$ cat config.mk
export PLATFORM = sky130hd
export DESIGN_NAME = inductor_mean_minmax_normalizer_core_flat
export DESIGN_NICKNAME = d
export VERILOG_FILES = /design/src/hdl/imn_pkg.sv /design/src/hdl/imn_in_if.sv /design/src/hdl/imn_out_if.sv /design/src/hdl/imn_window_mem.sv /design/src/hdl/imn_div_unit.sv /design/src/hdl/inductor_mean_minmax_normalizer_core.sv /design/src/flat_wrapper.sv
export SDC_FILE = /design/constraint.sdc
export NUM_CORES = 1
export LEC_CHECK = 0
export BUFFER_PORTS_ARGS = -buffer_cell sky130_fd_sc_hd__buf_2
export CAP_MARGIN = 20
export CORE_UTILIZATION = 60
export DETAILED_ROUTE_END_ITERATION = 6
export PLACE_DENSITY = 0.74
export SLEW_MARGIN = 20
export SYNTH_ARGS = -nofsm -noshare
export SYNTH_HDL_FRONTEND = slang
export SYNTH_SLANG_ARGS = --single-unit
$ cat constraint.sdc
create_clock -name clk -period 14.95 [get_ports clk]
set_clock_uncertainty 0.15 [all_clocks]
set_input_delay 2.99 -clock clk [delete_from_list [all_inputs] [get_ports clk]]
set_output_delay 2.99 -clock clk [all_outputs]
set_load 0.005 [all_outputs]
$ cat src/hdl/imn_pkg.sv
// Shared types and constants of the inductor mean and min/max normaliser.
package imn_pkg;

	localparam int unsigned CHANNELS    = 4;
	localparam int unsigned NORM_BITS   = 7;
	localparam int unsigned LOWER_RESET = 20;
	localparam int unsigned UPPER_RESET = 100;
	localparam int unsigned SCALE       = 100;
	localparam int unsigned MIN_SPAN    = UPPER_RESET - LOWER_RESET;

	typedef enum logic [3:0] {
		S_IDLE,
		S_READ,
		S_MUL,
		S_ACC,
		S_BOUND,
		S_DIV,
		S_CH_END,
		S_WRITE
	} imn_state_t;

	typedef struct packed {
		logic load;
		logic step;
	} div_ctl_t;

endpackage

$ cat src/hdl/imn_in_if.sv
// Sample channel: valid/ready handshake with one action bit and four raw samples.
interface imn_in_if #(
	parameter int SAMPLE_BITS = 12
);
	logic                   valid;
	logic                   ready;
	logic                   action;
	logic [SAMPLE_BITS-1:0] sample_left_outer;
	logic [SAMPLE_BITS-1:0] sample_left_inner;
	logic [SAMPLE_BITS-1:0] sample_right_inner;
	logic [SAMPLE_BITS-1:0] sample_right_outer;

	modport source (
		output valid, action, sample_left_outer, sample_left_inner,
		       sample_right_inner, sample_right_outer,
		input  ready
	);
	modport sink (
		input  valid, action, sample_left_outer, sample_left_inner,
		       sample_right_inner, sample_right_outer,
		output ready
	);
endinterface

$ cat src/hdl/imn_out_if.sv
// Result channel: valid/ready handshake with four means and four normalised levels.
interface imn_out_if #(
	parameter int SAMPLE_BITS = 12
);
	import imn_pkg::*;

	logic                   valid;
	logic                   ready;
	logic [SAMPLE_BITS-1:0] mean_left_outer;
	logic [SAMPLE_BITS-1:0] mean_left_inner;
	logic [SAMPLE_BITS-1:0] mean_right_inner;
	logic [SAMPLE_BITS-1:0] mean_right_outer;
	logic [NORM_BITS-1:0]   norm_left_outer;
	logic [NORM_BITS-1:0]   norm_left_inner;
	logic [NORM_BITS-1:0]   norm_right_inner;
	logic [NORM_BITS-1:0]   norm_right_outer;

	modport source (
		output valid, mean_left_outer, mean_left_inner, mean_right_inner,
		       mean_right_outer, norm_left_outer, norm_left_inner,
		       norm_right_inner, norm_right_outer,
		input  ready
	);
	modport sink (
		input  valid, mean_left_outer, mean_left_inner, mean_right_inner,
		       mean_right_outer, norm_left_outer, norm_left_inner,
		       norm_right_inner, norm_right_outer,
		output ready
	);
endinterface

$ cat src/hdl/imn_window_mem.sv
// Ring window store: one row of per-channel quotients per slot, with row valid bits.
module imn_window_mem #(
	parameter int DEPTH  = 10,
	parameter int ROW_W  = 48,
	parameter int ADDR_W = 4
) (
	input  logic              clk,
	input  logic              arst_n,
	input  logic              rd_en,
	input  logic [ADDR_W-1:0] rd_addr,
	output logic [ROW_W-1:0]  rd_data,
	output logic              rd_valid,
	input  logic              wr_en,
	input  logic [ADDR_W-1:0] wr_addr,
	input  logic [ROW_W-1:0]  wr_data
);

	logic [ROW_W-1:0] mem [DEPTH];
	logic [DEPTH-1:0] valid_q;
	logic [ROW_W-1:0] rd_data_q;
	logic             rd_valid_q;

	// write and read the array; data is registered
	always_ff @(posedge clk) begin
		if (wr_en) begin
			mem[wr_addr] <= wr_data;
		end
		if (rd_en) begin
			rd_data_q <= mem[rd_addr];
		end
	end

	// track which rows hold written data; a read of a row not yet written returns rd_valid low
	always_ff @(posedge clk or negedge arst_n) begin
		if (!arst_n) begin
			valid_q    <= '0;
			rd_valid_q <= 1'b0;
		end else begin
			if (wr_en) begin
				valid_q[wr_addr] <= 1'b1;
			end
			if (rd_en) begin
				rd_valid_q <= valid_q[rd_addr];
			end
		end
	end

	assign rd_data  = rd_data_q;
	assign rd_valid = rd_valid_q;

endmodule

$ cat src/hdl/imn_div_unit.sv
// Shared restoring divider: one quotient bit per step, quotient below 2**NORM_BITS.
module imn_div_unit #(
	parameter int NUM_W = 19
) (
	input  logic                     clk,
	input  imn_pkg::div_ctl_t        ctl,
	input  logic [NUM_W-1:0]         num,
	input  logic [NUM_W-1:0]         span,
	output logic [imn_pkg::NORM_BITS-1:0] quot
);
	import imn_pkg::*;

	logic [NUM_W-1:0]     rem_q;
	logic [NUM_W-1:0]     den_q;
	logic [NORM_BITS-1:0] quot_q;
	logic                 fits;

	assign fits = (rem_q >= den_q);

	// load operands with the divisor aligned to the top quotient bit, then step
	always_ff @(posedge clk) begin
		if (ctl.load) begin
			rem_q  <= num;
			den_q  <= span << (NORM_BITS - 1);
			quot_q <= '0;
		end else if (ctl.step) begin
			if (fits) begin
				rem_q <= rem_q - den_q;
			end
			den_q  <= den_q >> 1;
			quot_q <= {quot_q[NORM_BITS-2:0], fits};
		end
	end

	assign quot = quot_q;

endmodule

$ cat src/hdl/inductor_mean_minmax_normalizer_core.sv
// Top level: windowed means of four inductor channels with min/max normalisation.
//
// Use: each transfer on 'samples' carries an action bit and one raw sample per
// channel. The samples go into a WINDOW_DEPTH-deep ring window per channel; the
// mean is the sum of the stored samples each divided by WINDOW_DEPTH. On a
// measure item (action = 1) each channel's lower or upper bound follows the mean
// and the level (mean - lower) * 100 / (upper - lower) is returned; a preload
// item only fills the window and returns the means with zero levels.
// One result transfer on 'results' follows every sample transfer.
// Sequence: a transfer moves the block from idle to a window read, then through
// each channel in turn, then to the result write-back and back to idle; a new
// item is taken only after the last one's write-back. 'samples.ready' is high
// only between items. The per-channel sequence (reciprocal multiply, running-sum
// update, bound update and seven steps of the shared divider) runs one channel
// after the other; a preload item skips the bound update and the divider.
// The result sits in an output register; the next item is taken while it
// waits, and a stalled receiver holds the block only at the final write-back.
// Reset: windows read as zero, bounds return to 20 and 100, write index to 0;
// the block is ready as soon as reset is released.
module inductor_mean_minmax_normalizer_core #(
	parameter int WINDOW_DEPTH = 10,
	parameter int SAMPLE_BITS  = 12
) (
	input  logic      clk,
	input  logic      arst_n,
	imn_in_if.sink    samples,
	imn_out_if.source results
);
	import imn_pkg::*;

	localparam int IDX_W   = (WINDOW_DEPTH > 1) ? $clog2(WINDOW_DEPTH) : 1;
	localparam int CH_W    = $clog2(CHANNELS);
	localparam int CNT_W   = $clog2(NORM_BITS);
	localparam int ROW_W   = CHANNELS * SAMPLE_BITS;
	localparam int NUM_W   = SAMPLE_BITS + NORM_BITS;
	localparam int SHIFT   = SAMPLE_BITS + $clog2(WINDOW_DEPTH);
	localparam int RECIP_W = SAMPLE_BITS + 1;
	localparam int PROD_W  = SAMPLE_BITS + RECIP_W;
	localparam int RECIP   = ((1 << SHIFT) + WINDOW_DEPTH - 1) / WINDOW_DEPTH;

	localparam logic [RECIP_W-1:0] RECIP_V  = RECIP_W'(RECIP);
	localparam logic [IDX_W-1:0]   IDX_LAST = IDX_W'(WINDOW_DEPTH - 1);
	localparam logic [CH_W-1:0]    CH_LAST  = CH_W'(CHANNELS - 1);
	localparam logic [CNT_W-1:0]   DIV_LAST = CNT_W'(NORM_BITS - 1);

	imn_state_t state_q, state_d;

	logic                                  action_q;
	logic [CHANNELS-1:0][SAMPLE_BITS-1:0]  samp_q;
	logic [CHANNELS-1:0][SAMPLE_BITS-1:0]  sum_q;
	logic [CHANNELS-1:0][SAMPLE_BITS-1:0]  lo_q;
	logic [CHANNELS-1:0][SAMPLE_BITS-1:0]  hi_q;
	logic [CHANNELS-1:0][SAMPLE_BITS-1:0]  new_row_q;
	logic [CHANNELS-1:0][NORM_BITS-1:0]    norm_q;
	logic [SAMPLE_BITS-1:0]                quo_q;
	logic [CH_W-1:0]                       ch_q;
	logic [CNT_W-1:0]                      cnt_q;
	logic [IDX_W-1:0]                      idx_q;
	logic                                  out_valid_q;
	logic [CHANNELS-1:0][SAMPLE_BITS-1:0]  mean_out_q;
	logic [CHANNELS-1:0][NORM_BITS-1:0]    norm_out_q;

	logic             in_ready;
	logic             mem_rd;
	logic             out_load;
	div_ctl_t         div_ctl;
	logic [ROW_W-1:0] rd_row;
	logic             rd_valid;

	logic [PROD_W-1:0]      prod;
	logic [SAMPLE_BITS-1:0] old_quo;
	logic [SAMPLE_BITS-1:0] mean;
	logic [SAMPLE_BITS-1:0] lo_nx;
	logic [SAMPLE_BITS-1:0] hi_nx;
	logic [NUM_W-1:0]       div_num;
	logic [NUM_W-1:0]       div_span;
	logic [NORM_BITS-1:0]   div_quot;

	// next state
	always_comb begin
		state_d = state_q;
		unique case (state_q)
			S_IDLE: begin
				if (samples.valid) begin
					state_d = S_READ;
				end
			end
			S_READ:  state_d = S_MUL;
			S_MUL:   state_d = S_ACC;
			S_ACC:   state_d = action_q ? S_BOUND : S_CH_END;
			S_BOUND: state_d = S_DIV;
			S_DIV: begin
				if (cnt_q == DIV_LAST) begin
					state_d = S_CH_END;
				end
			end
			S_CH_END: state_d = (ch_q == CH_LAST) ? S_WRITE : S_MUL;
			S_WRITE: begin
				if (!out_valid_q || results.ready) begin
					state_d = S_IDLE;
				end
			end
			default: state_d = S_IDLE;
		endcase
	end

	// control outputs of the sequencer
	always_comb begin
		in_ready     = 1'b0;
		mem_rd       = 1'b0;
		out_load     = 1'b0;
		div_ctl.load = 1'b0;
		div_ctl.step = 1'b0;
		unique case (state_q)
			S_IDLE:  in_ready     = 1'b1;
			S_READ:  mem_rd       = 1'b1;
			S_BOUND: div_ctl.load = 1'b1;
			S_DIV:   div_ctl.step = 1'b1;
			S_WRITE: out_load     = !out_valid_q || results.ready;
			default: ;
		endcase
	end

	assign samples.ready = in_ready;

	always_ff @(posedge clk or negedge arst_n) begin
		if (!arst_n) begin
			state_q <= S_IDLE;
		end else begin
			state_q <= state_d;
		end
	end

	// window store shared by the four channels
	imn_window_mem #(
		.DEPTH  (WINDOW_DEPTH),
		.ROW_W  (ROW_W),
		.ADDR_W (IDX_W)
	) u_window (
		.clk      (clk),
		.arst_n   (arst_n),
		.rd_en    (mem_rd),
		.rd_addr  (idx_q),
		.rd_data  (rd_row),
		.rd_valid (rd_valid),
		.wr_en    (out_load),
		.wr_addr  (idx_q),
		.wr_data  (new_row_q)
	);

	// sample / depth by reciprocal multiply, exact over the sample range
	assign prod    = PROD_W'(samp_q[ch_q]) * PROD_W'(RECIP_V);
	assign old_quo = rd_valid ? rd_row[ch_q*SAMPLE_BITS +: SAMPLE_BITS] : '0;

	// bound update and divider operands
	assign mean  = sum_q[ch_q];
	assign lo_nx = (mean < lo_q[ch_q]) ? mean : lo_q[ch_q];
	assign hi_nx = (mean >= lo_q[ch_q] && mean > hi_q[ch_q]) ? mean : hi_q[ch_q];
	assign div_num  = NUM_W'(mean - lo_nx) * NUM_W'(SCALE);
	assign div_span = NUM_W'(hi_nx - lo_nx);

	imn_div_unit #(
		.NUM_W (NUM_W)
	) u_div (
		.clk  (clk),
		.ctl  (div_ctl),
		.num  (div_num),
		.span (div_span),
		.quot (div_quot)
	);

	// capture the item and run the per-channel datapath
	always_ff @(posedge clk) begin
		if (samples.valid && in_ready) begin
			action_q  <= samples.action;
			samp_q[0] <= samples.sample_left_outer;
			samp_q[1] <= samples.sample_left_inner;
			samp_q[2] <= samples.sample_right_inner;
			samp_q[3] <= samples.sample_right_outer;
		end
		if (state_q == S_MUL) begin
			quo_q <= SAMPLE_BITS'(prod >> SHIFT);
		end
		if (state_q == S_ACC) begin
			new_row_q[ch_q] <= quo_q;
		end
		if (state_q == S_CH_END) begin
			norm_q[ch_q] <= action_q ? div_quot : '0;
		end
		if (out_load) begin
			mean_out_q <= sum_q;
			norm_out_q <= norm_q;
		end
	end

	// running sums, bounds, counters and write index
	always_ff @(posedge clk or negedge arst_n) begin
		if (!arst_n) begin
			for (int c = 0; c < CHANNELS; c++) begin
				sum_q[c] <= '0;
				lo_q[c]  <= SAMPLE_BITS'(LOWER_RESET);
				hi_q[c]  <= SAMPLE_BITS'(UPPER_RESET);
			end
			ch_q        <= '0;
			cnt_q       <= '0;
			idx_q       <= '0;
			out_valid_q <= 1'b0;
		end else begin
			if (state_q == S_READ) begin
				ch_q <= '0;
			end
			if (state_q == S_ACC) begin
				sum_q[ch_q] <= sum_q[ch_q] - old_quo + quo_q;
			end
			if (state_q == S_BOUND) begin
				lo_q[ch_q] <= lo_nx;
				hi_q[ch_q] <= hi_nx;
				cnt_q      <= '0;
			end
			if (state_q == S_DIV) begin
				cnt_q <= cnt_q + 1'b1;
			end
			if (state_q == S_CH_END) begin
				ch_q <= ch_q + 1'b1;
			end
			if (out_load) begin
				idx_q <= (idx_q == IDX_LAST) ? '0 : idx_q + 1'b1;
			end
			if (out_load) begin
				out_valid_q <= 1'b1;
			end else if (results.ready) begin
				out_valid_q <= 1'b0;
			end
		end
	end

	// result register onto the channel
	assign results.valid            = out_valid_q;
	assign results.mean_left_outer  = mean_out_q[0];
	assign results.mean_left_inner  = mean_out_q[1];
	assign results.mean_right_inner = mean_out_q[2];
	assign results.mean_right_outer = mean_out_q[3];
	assign results.norm_left_outer  = norm_out_q[0];
	assign results.norm_left_inner  = norm_out_q[1];
	assign results.norm_right_inner = norm_out_q[2];
	assign results.norm_right_outer = norm_out_q[3];

`ifndef SYNTHESIS
	// tracked span never shrinks below its reset width
	assert property (@(posedge clk) disable iff (!arst_n)
		(hi_q[0] - lo_q[0]) >= SAMPLE_BITS'(MIN_SPAN) &&
		(hi_q[1] - lo_q[1]) >= SAMPLE_BITS'(MIN_SPAN) &&
		(hi_q[2] - lo_q[2]) >= SAMPLE_BITS'(MIN_SPAN) &&
		(hi_q[3] - lo_q[3]) >= SAMPLE_BITS'(MIN_SPAN))
		else $error("bound span below minimum");

	// levels stay within percent range
	assert property (@(posedge clk) disable iff (!arst_n)
		results.valid |->
			(results.norm_left_outer  <= NORM_BITS'(SCALE)) &&
			(results.norm_left_inner  <= NORM_BITS'(SCALE)) &&
			(results.norm_right_inner <= NORM_BITS'(SCALE)) &&
			(results.norm_right_outer <= NORM_BITS'(SCALE)))
		else $error("normalised level above 100");

	// a sample transfer starts the sequence and blocks the next one
	assert property (@(posedge clk) disable iff (!arst_n)
		(samples.valid && samples.ready) |=> (state_q == S_READ && !samples.ready))
		else $error("sample transfer did not start the sequence");

	// the result register is loaded only once the previous result has left
	assert property (@(posedge clk) disable iff (!arst_n)
		out_load |-> (!out_valid_q || results.ready) && (state_q == S_WRITE))
		else $error("result overwritten before transfer");
`endif

endmodule
$ cat src/flat_wrapper.sv
// flat-port wrapper written by rule: the top's interface ports become plain ports
module inductor_mean_minmax_normalizer_core_flat import imn_pkg::*;
#(
	parameter int WINDOW_DEPTH = 10,
	parameter int SAMPLE_BITS  = 12
)
  (clk, arst_n, samples_valid, samples_action, samples_sample_left_outer, samples_sample_left_inner, samples_sample_right_inner, samples_sample_right_outer, samples_ready, results_valid, results_mean_left_outer, results_mean_left_inner, results_mean_right_inner, results_mean_right_outer, results_norm_left_outer, results_norm_left_inner, results_norm_right_inner, results_norm_right_outer, results_ready);
  imn_in_if #(.SAMPLE_BITS(SAMPLE_BITS)) samples_i ();
  imn_out_if #(.SAMPLE_BITS(SAMPLE_BITS)) results_i ();
  input  logic clk;
  input  logic arst_n;
  input wire logic [$bits(samples_i.valid)-1:0] samples_valid;
  input wire logic [$bits(samples_i.action)-1:0] samples_action;
  input wire logic [$bits(samples_i.sample_left_outer)-1:0] samples_sample_left_outer;
  input wire logic [$bits(samples_i.sample_left_inner)-1:0] samples_sample_left_inner;
  input wire logic [$bits(samples_i.sample_right_inner)-1:0] samples_sample_right_inner;
  input wire logic [$bits(samples_i.sample_right_outer)-1:0] samples_sample_right_outer;
  output wire logic [$bits(samples_i.ready)-1:0] samples_ready;
  output wire logic [$bits(results_i.valid)-1:0] results_valid;
  output wire logic [$bits(results_i.mean_left_outer)-1:0] results_mean_left_outer;
  output wire logic [$bits(results_i.mean_left_inner)-1:0] results_mean_left_inner;
  output wire logic [$bits(results_i.mean_right_inner)-1:0] results_mean_right_inner;
  output wire logic [$bits(results_i.mean_right_outer)-1:0] results_mean_right_outer;
  output wire logic [$bits(results_i.norm_left_outer)-1:0] results_norm_left_outer;
  output wire logic [$bits(results_i.norm_left_inner)-1:0] results_norm_left_inner;
  output wire logic [$bits(results_i.norm_right_inner)-1:0] results_norm_right_inner;
  output wire logic [$bits(results_i.norm_right_outer)-1:0] results_norm_right_outer;
  input wire logic [$bits(results_i.ready)-1:0] results_ready;
  assign samples_i.valid = samples_valid;
  assign samples_i.action = samples_action;
  assign samples_i.sample_left_outer = samples_sample_left_outer;
  assign samples_i.sample_left_inner = samples_sample_left_inner;
  assign samples_i.sample_right_inner = samples_sample_right_inner;
  assign samples_i.sample_right_outer = samples_sample_right_outer;
  assign samples_ready = samples_i.ready;
  assign results_valid = results_i.valid;
  assign results_mean_left_outer = results_i.mean_left_outer;
  assign results_mean_left_inner = results_i.mean_left_inner;
  assign results_mean_right_inner = results_i.mean_right_inner;
  assign results_mean_right_outer = results_i.mean_right_outer;
  assign results_norm_left_outer = results_i.norm_left_outer;
  assign results_norm_left_inner = results_i.norm_left_inner;
  assign results_norm_right_inner = results_i.norm_right_inner;
  assign results_norm_right_outer = results_i.norm_right_outer;
  assign results_i.ready = results_ready;
  inductor_mean_minmax_normalizer_core #(.WINDOW_DEPTH(WINDOW_DEPTH), .SAMPLE_BITS(SAMPLE_BITS)) u_core (.clk(clk), .arst_n(arst_n), .samples(samples_i), .results(results_i));
endmodule
* Word-level counts from Yosys, hierarchy flattened
Memories as Yosys holds them, arrays and structs flattened. A register that Yosys moved wholly into a read port is not among the register bits.
Cells that the tools add are included.
** Storage, ports and cells
- Flip-flop bits (word level) :: 424
- RAM bits :: 480
- Input bits :: 53
- Output and inout bits :: 78
- Word-level logic and storage cells :: 146
- Memories :: 1
** Memory list
- u_core.u_window.mem :: words 10, width 48, rd ports 1, clocked after memory_dff 1, wr ports 1, line imn_window_mem.sv:18 : logic [ROW_W-1:0] mem [DEPTH];
** Operators by class
- $add $sub $neg :: 8
- $mul :: 3
- Order comparisons :: 8
- Equality and inequality tests :: 13
- Shift operators :: 1
- Muxes and demuxes :: 50
- Bitwise gates (word level) :: 1
- Reduce and logical (&&, ||, !) cells :: 15
** Operators by type and width (count)
- 48-bit bitwise mux :: 4
- 12-bit binary-select mux with 2-bit select :: 4
- 12-bit two-way mux :: 8
- 19-bit two-way mux :: 5
- 48-bit by 7-bit indexed part select with 12-bit output :: 1
- 4-bit one-hot mux with 8 select lines :: 1
- 28-bit bitwise mux :: 1
- 12-bit by 12-bit subtractor with 13-bit output :: 2
- 12-bit demux with 2-bit select :: 1
- 12-bit by 12-bit multiplier with 24-bit output, second input constant :: 1
- 19-bit >= comparator :: 1
- 19-bit by 5-bit multiplier with 17-bit output, second input constant :: 1
- 19-bit subtractor :: 1
- 4-bit by 3-bit == test with 1-bit output, second input constant :: 4
- 4-bit two-way mux :: 4
- 7-bit demux with 2-bit select :: 1
- 7-bit two-way mux :: 2
- 12-bit by 9-bit adder with 12-bit output :: 1
- 12-bit >= comparator :: 1
- 12-bit greater-than comparator :: 1
- 12-bit less-than comparator :: 1
- 12-bit subtractor :: 1
- 1-bit two-way mux :: 11
- 10-bit OR :: 1
- 26 further kinds :: 40

* Longest topological paths before layout
Gate-level depths: netlist of the first run.
- Word-level depth :: 7
- Depth in mapped cells :: 40
- Depth with buffers taken out :: 35

* Modules after synthesis
Synthesis of the first run repeated with hierarchy kept, for this count alone.
** Unflattened totals
- Cells, all modules :: 2840
- Area, all modules :: 43127.6 µm²
** Modules (own cells, without submodules)
- imn_window_mem :: instances 1, cells an instance 917, area each 20302.0 µm²
- inductor_mean_minmax_normalizer_core :: instances 1, cells an instance 1607, area each 19845.3 µm²
- imn_div_unit :: instances 1, cells an instance 316, area each 2980.4 µm²

* Least setup slack after synthesis of the first run
OpenSTA, ideal clock, no wires.
- Path kind :: in2reg
- Start point :: input results_ready
- End point :: memory u_core.u_window.mem[3][0] (enable)
- Library setup time :: 0.475 ns
- Arrival time :: 7.802 ns
- Path slack :: 6.523 ns
- Stages on the path :: 5
- Path buffers :: 0
- Cells stage by stage :: nand2b_1 > nand2b_1 > inv_1 > nand3_1 > nor3_1
** On the way
- Longest elaborated chain between the ends :: 4
** RTL lines
- from (decl) :: line flat_wrapper.sv:28 : input wire logic [$bits(results_i.ready)-1:0] results_ready;
- 1-bit logical OR :: line inductor_mean_minmax_normalizer_core.sv:119 : S_WRITE: out_load = !out_valid_q || results.ready;
- 1-bit two-way mux :: line inductor_mean_minmax_normalizer_core.sv:114 : unique case (state_q)
- via u_core.out_load :: line inductor_mean_minmax_normalizer_core.sv:65 : logic out_load;
- 1-bit two-way mux :: line imn_window_mem.sv:25 : if (wr_en) begin
- 1-bit two-way mux (implied by the code) :: line imn_window_mem.sv:26 : mem[wr_addr] <= wr_data;
- to (decl) :: line imn_window_mem.sv:18
The timed path passes the listed nets, and every way through them passes these cells.

* Final worst setup path of the first run
- Start point :: register u_core.ch_q[0]
- End point :: register u_core.u_div.rem_q[18] (data pin)
** On the way
- Longest elaborated chain between the ends :: 7
- Elaborated cells between the ends (all ways) :: 9
- Those cells by class :: add/sub: 1; mul: 1; order compare: 1; mux: 6
** RTL lines
- from (decl) :: line inductor_mean_minmax_normalizer_core.sv:56 : logic [CH_W-1:0] ch_q;
- from (signal assigned) :: line inductor_mean_minmax_normalizer_core.sv:224 : ch_q <= ch_q + 1'b1;
- 12-bit binary-select mux with 2-bit select, on equally long branches :: line inductor_mean_minmax_normalizer_core.sv:156, inductor_mean_minmax_normalizer_core.sv:157
- 12-bit two-way mux, on equally long branches :: line inductor_mean_minmax_normalizer_core.sv:156, inductor_mean_minmax_normalizer_core.sv:157
- 12-bit less-than comparator :: line inductor_mean_minmax_normalizer_core.sv:157 : assign lo_nx = (mean < lo_q[ch_q]) ? mean : lo_q[ch_q];
- 12-bit two-way mux * :: line inductor_mean_minmax_normalizer_core.sv:157
- via u_core.lo_nx[0] :: line inductor_mean_minmax_normalizer_core.sv:73 : logic [SAMPLE_BITS-1:0] lo_nx;
- 12-bit by 12-bit subtractor with 13-bit output * :: line inductor_mean_minmax_normalizer_core.sv:159 : assign div_num = NUM_W'(mean - lo_nx) * NUM_W'(SCALE);
- 19-bit by 5-bit multiplier with 17-bit output * :: line inductor_mean_minmax_normalizer_core.sv:159
- 19-bit two-way mux * :: line imn_div_unit.sv:22 : if (ctl.load) begin
- to (signal assigned) :: line imn_div_unit.sv:23 : rem_q <= num;
- to (signal assigned) :: line imn_div_unit.sv:28 : rem_q <= rem_q - den_q;
- to (decl) :: line imn_div_unit.sv:13 : logic [NUM_W-1:0] rem_q;
The timed path passes the listed nets; every way through them passes the cells marked *. The select of a mux whose other input is x is not followed.
A chain may end at the register's enable or synchronous reset.

==> reports/qor.txt, run 1 <==
Slew Limit Headroom: 31.4%
total grt overflow: 0
CP endpoint kind: flop
CTS Hold Buffers Added: 0
first-pass GRT wire length: 126,000 um
post-synthesis compound-gate area fraction: 7.39%
most frequent CP cell: ha_1
period utilisation layout: 64.6%
Slew Viols, Final: 0
layout net count: 3,049
fraction of registers with async set/reset: 20.8%
Fmax: 104 MHz
Syn Nets: 2,907
post-synthesis mux area share: 9.27%
most frequent cells in the layout: edfxtp_1, inv_1, a21oi_1
synthesized instance count: 2,591
EDFF count, synth: 624
Routed wire per std cell: 22.2 um
Sink Count: 807
share of cells above drive strength 1: 17.3%
post-CTS setup buffers: 0
Final Util: 67.6%
vias in the first global route: 22,381
Core ar.: 61,600 um2
Post-Synth Simple-Gate Area: 5.78%
Synth Area in XOR/XNOR: 1.60%
Final Wtd Congestion: 0.880
syn avg cell area: 14.4 um2
most used flip-flop cell after synthesis: edfxtp_1
chip width: 251 um
Yosys cell types: 71
TNS Setup: 0 ns
site row count: 91
First-pass DRT Iterations: 7
initial antenna violation count: 1
most common cell after layout, fill and taps aside: edfxtp_1
Worst Slack Setup Final: 5.29 ns
Req. time, crit path: 15.15 ns
hpwl dp: 50,300 um
status: finished, final reports clean
Max FO, Critical Path: 34
Antenna diodes: 0
largest family of logic cells by synthesized area: adder cells
minimum clock period: 9.66 ns
gr usage total: 26.3%
Antenna Nets Post-Route: 0
H-tree level count: 3
Critical Path Source Type: flop
Crit-path slowest cell: dfrtp_4
Crit path arrival time: 9.85 ns
vias: 21,540
max incr delay on CP: 0.92 ns
mapped cell area: 37,300 um2
RSZ-0062 raised after global routing: no
Yosys reg bits: 807
area grow syn2layout: 11.6%
Clock Latency Late Sink: 0.65 ns
TritonCTS Buffers: 83
IO Port Bufs: 130
maxcap violations: 0
Hold Path Class: reg2reg
Iter 0 DRT Violations: 1,726
setup violators final: 0
I/O Pins: 131
yosys warns: 0
Root Buffer: clkbuf_16
pre-CTS worst setup slack: 5.37 ns
TritonCTS clock tree: done
Adder-Cell Fraction of Synth Area: 10.1%
Vias/cell: 5.92
Clock Path Buffers: 3
Worst-Margin Slew: 1.03 ns
Remaining DRCs: 0
pin count of the biggest net entering global routing: 86
post-synthesis sequential area ratio: 62.4%
Post-CTS Resized: 0
die area: 63,200 um2
Routed WL: 80,600 um
Initial Util: 60.6%
CP Class: reg2reg
final hold vios: 0
Die H: 251 um
clk slew on worst S/H paths: 0.06 ns
[cell usage after synthesis, types with 5 or more instances]
| library cell | instances | area (um2) |
|---|---|---|
| o22ai_1 | 12 | 75.1 |
| buf_2 | 5 | 25.0 |
| o21a_1 | 12 | 90.1 |
| and3_1 | 10 | 62.6 |
| o21bai_1 | 7 | 52.6 |
| nand4_1 | 10 | 62.6 |
| nor2b_1 | 46 | 288 |
| dfrtp_1 | 148 | 3700 |
| xor2_1 | 22 | 193 |
| mux2_2 | 5 | 56.3 |
| clkbuf_1 | 79 | 297 |
| a211oi_1 | 40 | 300 |
| and2_1 | 25 | 156 |
| ha_1 | 203 | 2540 |
| inv_1 | 244 | 916 |
| mux4_2 | 131 | 2950 |
| mux2i_1 | 45 | 450 |
| nand2b_1 | 9 | 56.3 |
| o211ai_1 | 7 | 52.6 |
| a21boi_0 | 5 | 37.5 |
| or2_2 | 14 | 87.6 |
| nor3_1 | 21 | 105 |
| nand2_1 | 122 | 458 |
| xnor2_1 | 46 | 403 |
| a21o_1 | 19 | 143 |
| edfxtp_1 | 624 | 18700 |
| nand3_1 | 26 | 130 |
| dfxtp_1 | 15 | 300 |
| buf_1 | 15 | 56.3 |
| dfstp_2 | 20 | 526 |
| o32ai_1 | 5 | 43.8 |
| a31oi_1 | 7 | 43.8 |
| a21oi_1 | 212 | 1060 |
| o21ai_0 | 90 | 450 |
| nor2_1 | 175 | 657 |
| fa_1 | 60 | 1200 |
[layout make-up]
type                            count  area (um2)
Sequential cell                   807       23300
Fill cell                        4233       20000
Multi-Input combinational cell   1438       12800
Clock buffer                      111        2250
Tap cell                          837        1050
Inverter                          245         921
Timing Repair Buffer              158         871
Clock inverter                     44         480
[critical path: cells and delay by family, from the launching register on]
family	cells	cell delay, ns
fa+ha+maj	7	2.09
mux	1	0.64
xor+xnor	3	0.65
simple gates	5	1.01
compound gates	12	2.82
flops	1	0.92
buf+inv	6	1.04
[final timing paths]
kind / startpoint / endpoint / slack, ns / depth (start not counted)
setup / recovery: u_core.ch_q[0] / u_core.u_div.rem_q[18] / 5.29 / 34
hold reg to reg: u_core.norm_q[26] / u_core.results.norm_right_outer[5] / 0.26 / 0
min in group asynchronous: arst_n / u_core.sum_q[12] / 2.26 / 1
hold / removal: u_core.norm_q[26] / u_core.results.norm_right_outer[5] / 0.26 / 0
setup reg to reg: u_core.ch_q[0] / u_core.u_div.rem_q[18] / 5.29 / 34
max in group asynchronous: arst_n / u_core.ch_q[0] / 11.10 / 2
[state kept, by name, indices dropped and copies added, names as in the netlist, 9 cells and up]
| register | cells |
|---|---|
| u_core.u_window.rd_data | 36 |
| u_core.u_window.mem | 360 |
| u_core.u_div.rem_q | 19 |
| u_core.new_row_q | 36 |
| u_core.samp_q | 48 |
| u_core.norm_q | 28 |
| u_core.results.mean_left_inner | 12 |
| u_core.results.mean_left_outer | 12 |
| u_core.hi_q | 48 |
| u_core.sum_q | 48 |
| u_core.lo_q | 48 |
| u_core.results.mean_right_outer | 12 |
| u_core.u_window.valid_q | 10 |
| u_core.u_div.den_q | 19 |
| u_core.results.mean_right_inner | 12 |
| u_core.quo_q | 9 |
[stage by stage]
| step | area, um2 | hold slack [ns] | std cells |
|---|---|---|---|
| 2_1_floorplan | 37300 | 0.250 | 2591 |
| 3_3_place_gp | 38900 | 0.252 | 3485 |
| 3_5_place_dp | 38900 | 0.255 | 3485 |
| 4_1_cts | 41600 | 0.264 | 3640 |
| 5_1_grt | 41600 | 0.263 | 3640 |
| 6_report | 41600 | 0.264 | 3640 |
[routing by layer]
layer | global-route usage, % | vias up | part of all wire, %
met1 | 33.7 | 11022 | 40
met2 | 46.0 | 568 | 52
met3 | 3.76 | 159 | 4.7
met5 | 0 | - | 0
li1 | - | 9791 | -
met4 | 9.18 | 0 | 3.0
[logic make-up after synthesis]
kind of cell               after synthesis
adders and majority gates              264
DFF                                    807
xor gates and xnor gates                68
and+or+nand+nor                        470
muxes                                  181
AOI/OAI and AO/OA                      455
buffers and inverters                  346
Power of run 1 is not shown: default switching activity piles up to over one toggle a cycle in this logic, so the estimate is an artifact.
==> run 2: changes to the inputs <==
==> constraint.sdc (replaced) <==
create_clock -name clk -period 8.96 [get_ports clk]
set_clock_uncertainty 0.15 [all_clocks]
set_input_delay 1.792 -clock clk [delete_from_list [all_inputs] [get_ports clk]]
set_output_delay 1.792 -clock clk [all_outputs]
set_load 0.005 [all_outputs]
==> run 2 against run 1 <==
Effect of this change:
- sequential share of layout area shrank 0.25 points
- cell count is 0.16% higher
- worst hold slack improved by 0.0060 ns
- register-to-register slack got worse by 4.7 ns
- count of clock-buffer cells in the layout shrank 7
- die area unchanged
- global-route usage is 0.35 points lower
==> reports/qor.txt, run 2 (synthesis results as in run 1) <==
TritonCTS Buffers: 84
Critical Path Source Type: flop
Vias/cell: 5.94
Crit path arrival time: 8.56 ns
pin count of the biggest net entering global routing: 91
vias: 21,640
Fill cells: 4,194
top cell family by delay on the critical path: compound AO/OA/AOI/OAI gates
share of cells above drive strength 1: 17.8%
Iter 0 DRT Violations: 2,001
Initial Util: 60.6%
minimum clock period: 8.38 ns
Clock Path Buffers: 3
Final Wtd Congestion: 0.888
setup violators final: 0
clk slew on worst S/H paths: 0.06 ns
chip width: 251 um
site row count: 91
status: finished, final reports clean
hpwl dp: 50,200 um
Max FO, Critical Path: 29
RSZ-0062 raised after global routing: no
maxcap violations: 0
period utilisation layout: 93.5%
Multi-input gate area: 12,800 um2
register area: 23,300 um2
CP endpoint kind: flop
Hold Path Class: reg2reg
Sink Count: 807
Clock Latency Late Sink: 0.62 ns
most common cell after layout, fill and taps aside: edfxtp_1
Remaining DRCs: 0
CP Class: reg2reg
CTS Hold Buffers Added: 0
TritonCTS clock tree: done
TNS Setup: 0 ns
first-pass GRT wire length: 125,000 um
Fmax: 119 MHz
gr usage total: 26.0%
die area: 63,200 um2
Slew Viols, Final: 0
vias in the first global route: 22,314
final hold vios: 0
I/O Pins: 131
most frequent CP cell: ha_1
Core ar.: 61,600 um2
Most flops, register: u_core.u_window.mem
Antenna Nets Post-Route: 0
Routed wire per std cell: 22.0 um
Crit-path slowest cell: dfrtp_2
initial antenna violation count: 0
Antenna diodes: 0
IO Port Bufs: 130
total grt overflow: 0
max incr delay on CP: 0.88 ns
Req. time, crit path: 9.14 ns
H-tree level count: 3
layout net count: 3,057
First-pass DRT Iterations: 6
post-route cell area: 41,800 um2
Routed WL: 80,100 um
placed instance area: 38,900 um2
Buf/Inv on CP: 4
area grow syn2layout: 12.2%
max reg flops: 360
Root Buffer: clkbuf_16
most frequent cells in the layout: edfxtp_1, inv_1, a21oi_1
Worst-Margin Slew: 1.12 ns
Die H: 251 um
Slew Limit Headroom: 25.5%
-- run 2: timing repair --
action,4_1_cts,5_1_grt
endpoints found under the setup margin,0,1
setup buffers,0,1
gates resized for setup,0,0
-- run 2: final timing paths --
| path | startpoint | to | slack (ns) | depth (start not counted) |
|---|---|---|---|---|
| worst max register to register | u_core.ch_q[1] | u_core.u_div.rem_q[18] | 0.58 | 32 |
| max in group asynchronous | arst_n | u_core.idx_q[1] | 5.94 | 2 |
| min in group asynchronous | arst_n | u_core.sum_q[44] | 1.08 | 1 |
| worst max-delay path | u_core.ch_q[1] | u_core.u_div.rem_q[18] | 0.58 | 32 |
| worst min-delay path | u_core.norm_q[13] | u_core.results.norm_left_inner[6] | 0.27 | 0 |
| worst min register to register | u_core.norm_q[13] | u_core.results.norm_left_inner[6] | 0.27 | 0 |
-- run 2: metrics by stage --
stage	utilization, %	setup slack, ns	instances	hold WS [ns]
2_1_floorplan	-	0.769	2591	0.250
6_report	67.9	0.578	3646	0.270
3_5_place_dp	63.2	0.533	3491	0.255
3_3_place_gp	63.2	0.838	3491	0.251
5_1_grt	67.9	0.0731	3646	0.274
4_1_cts	67.9	0.503	3645	0.268
-- run 2: metal layers --
layer	vias up	track usage, %	wire length [um]
li1	9813	-	-
met1	10986	33.5	32000
met2	673	45.3	41600
met3	168	3.64	4210
met4	0	8.83	2320
met5	-	0	0
-- run 2: layout make-up --
type	count	share of cell area, %
repair buffers	165	2.22
clock buffers	104	5.38
inverters	245	2.20
multi-input cells	1438	30.6
flip-flops and latches	807	55.7
clock inverters	50	1.47
well taps	837	2.50
Power of run 2 is left out for the same reason.
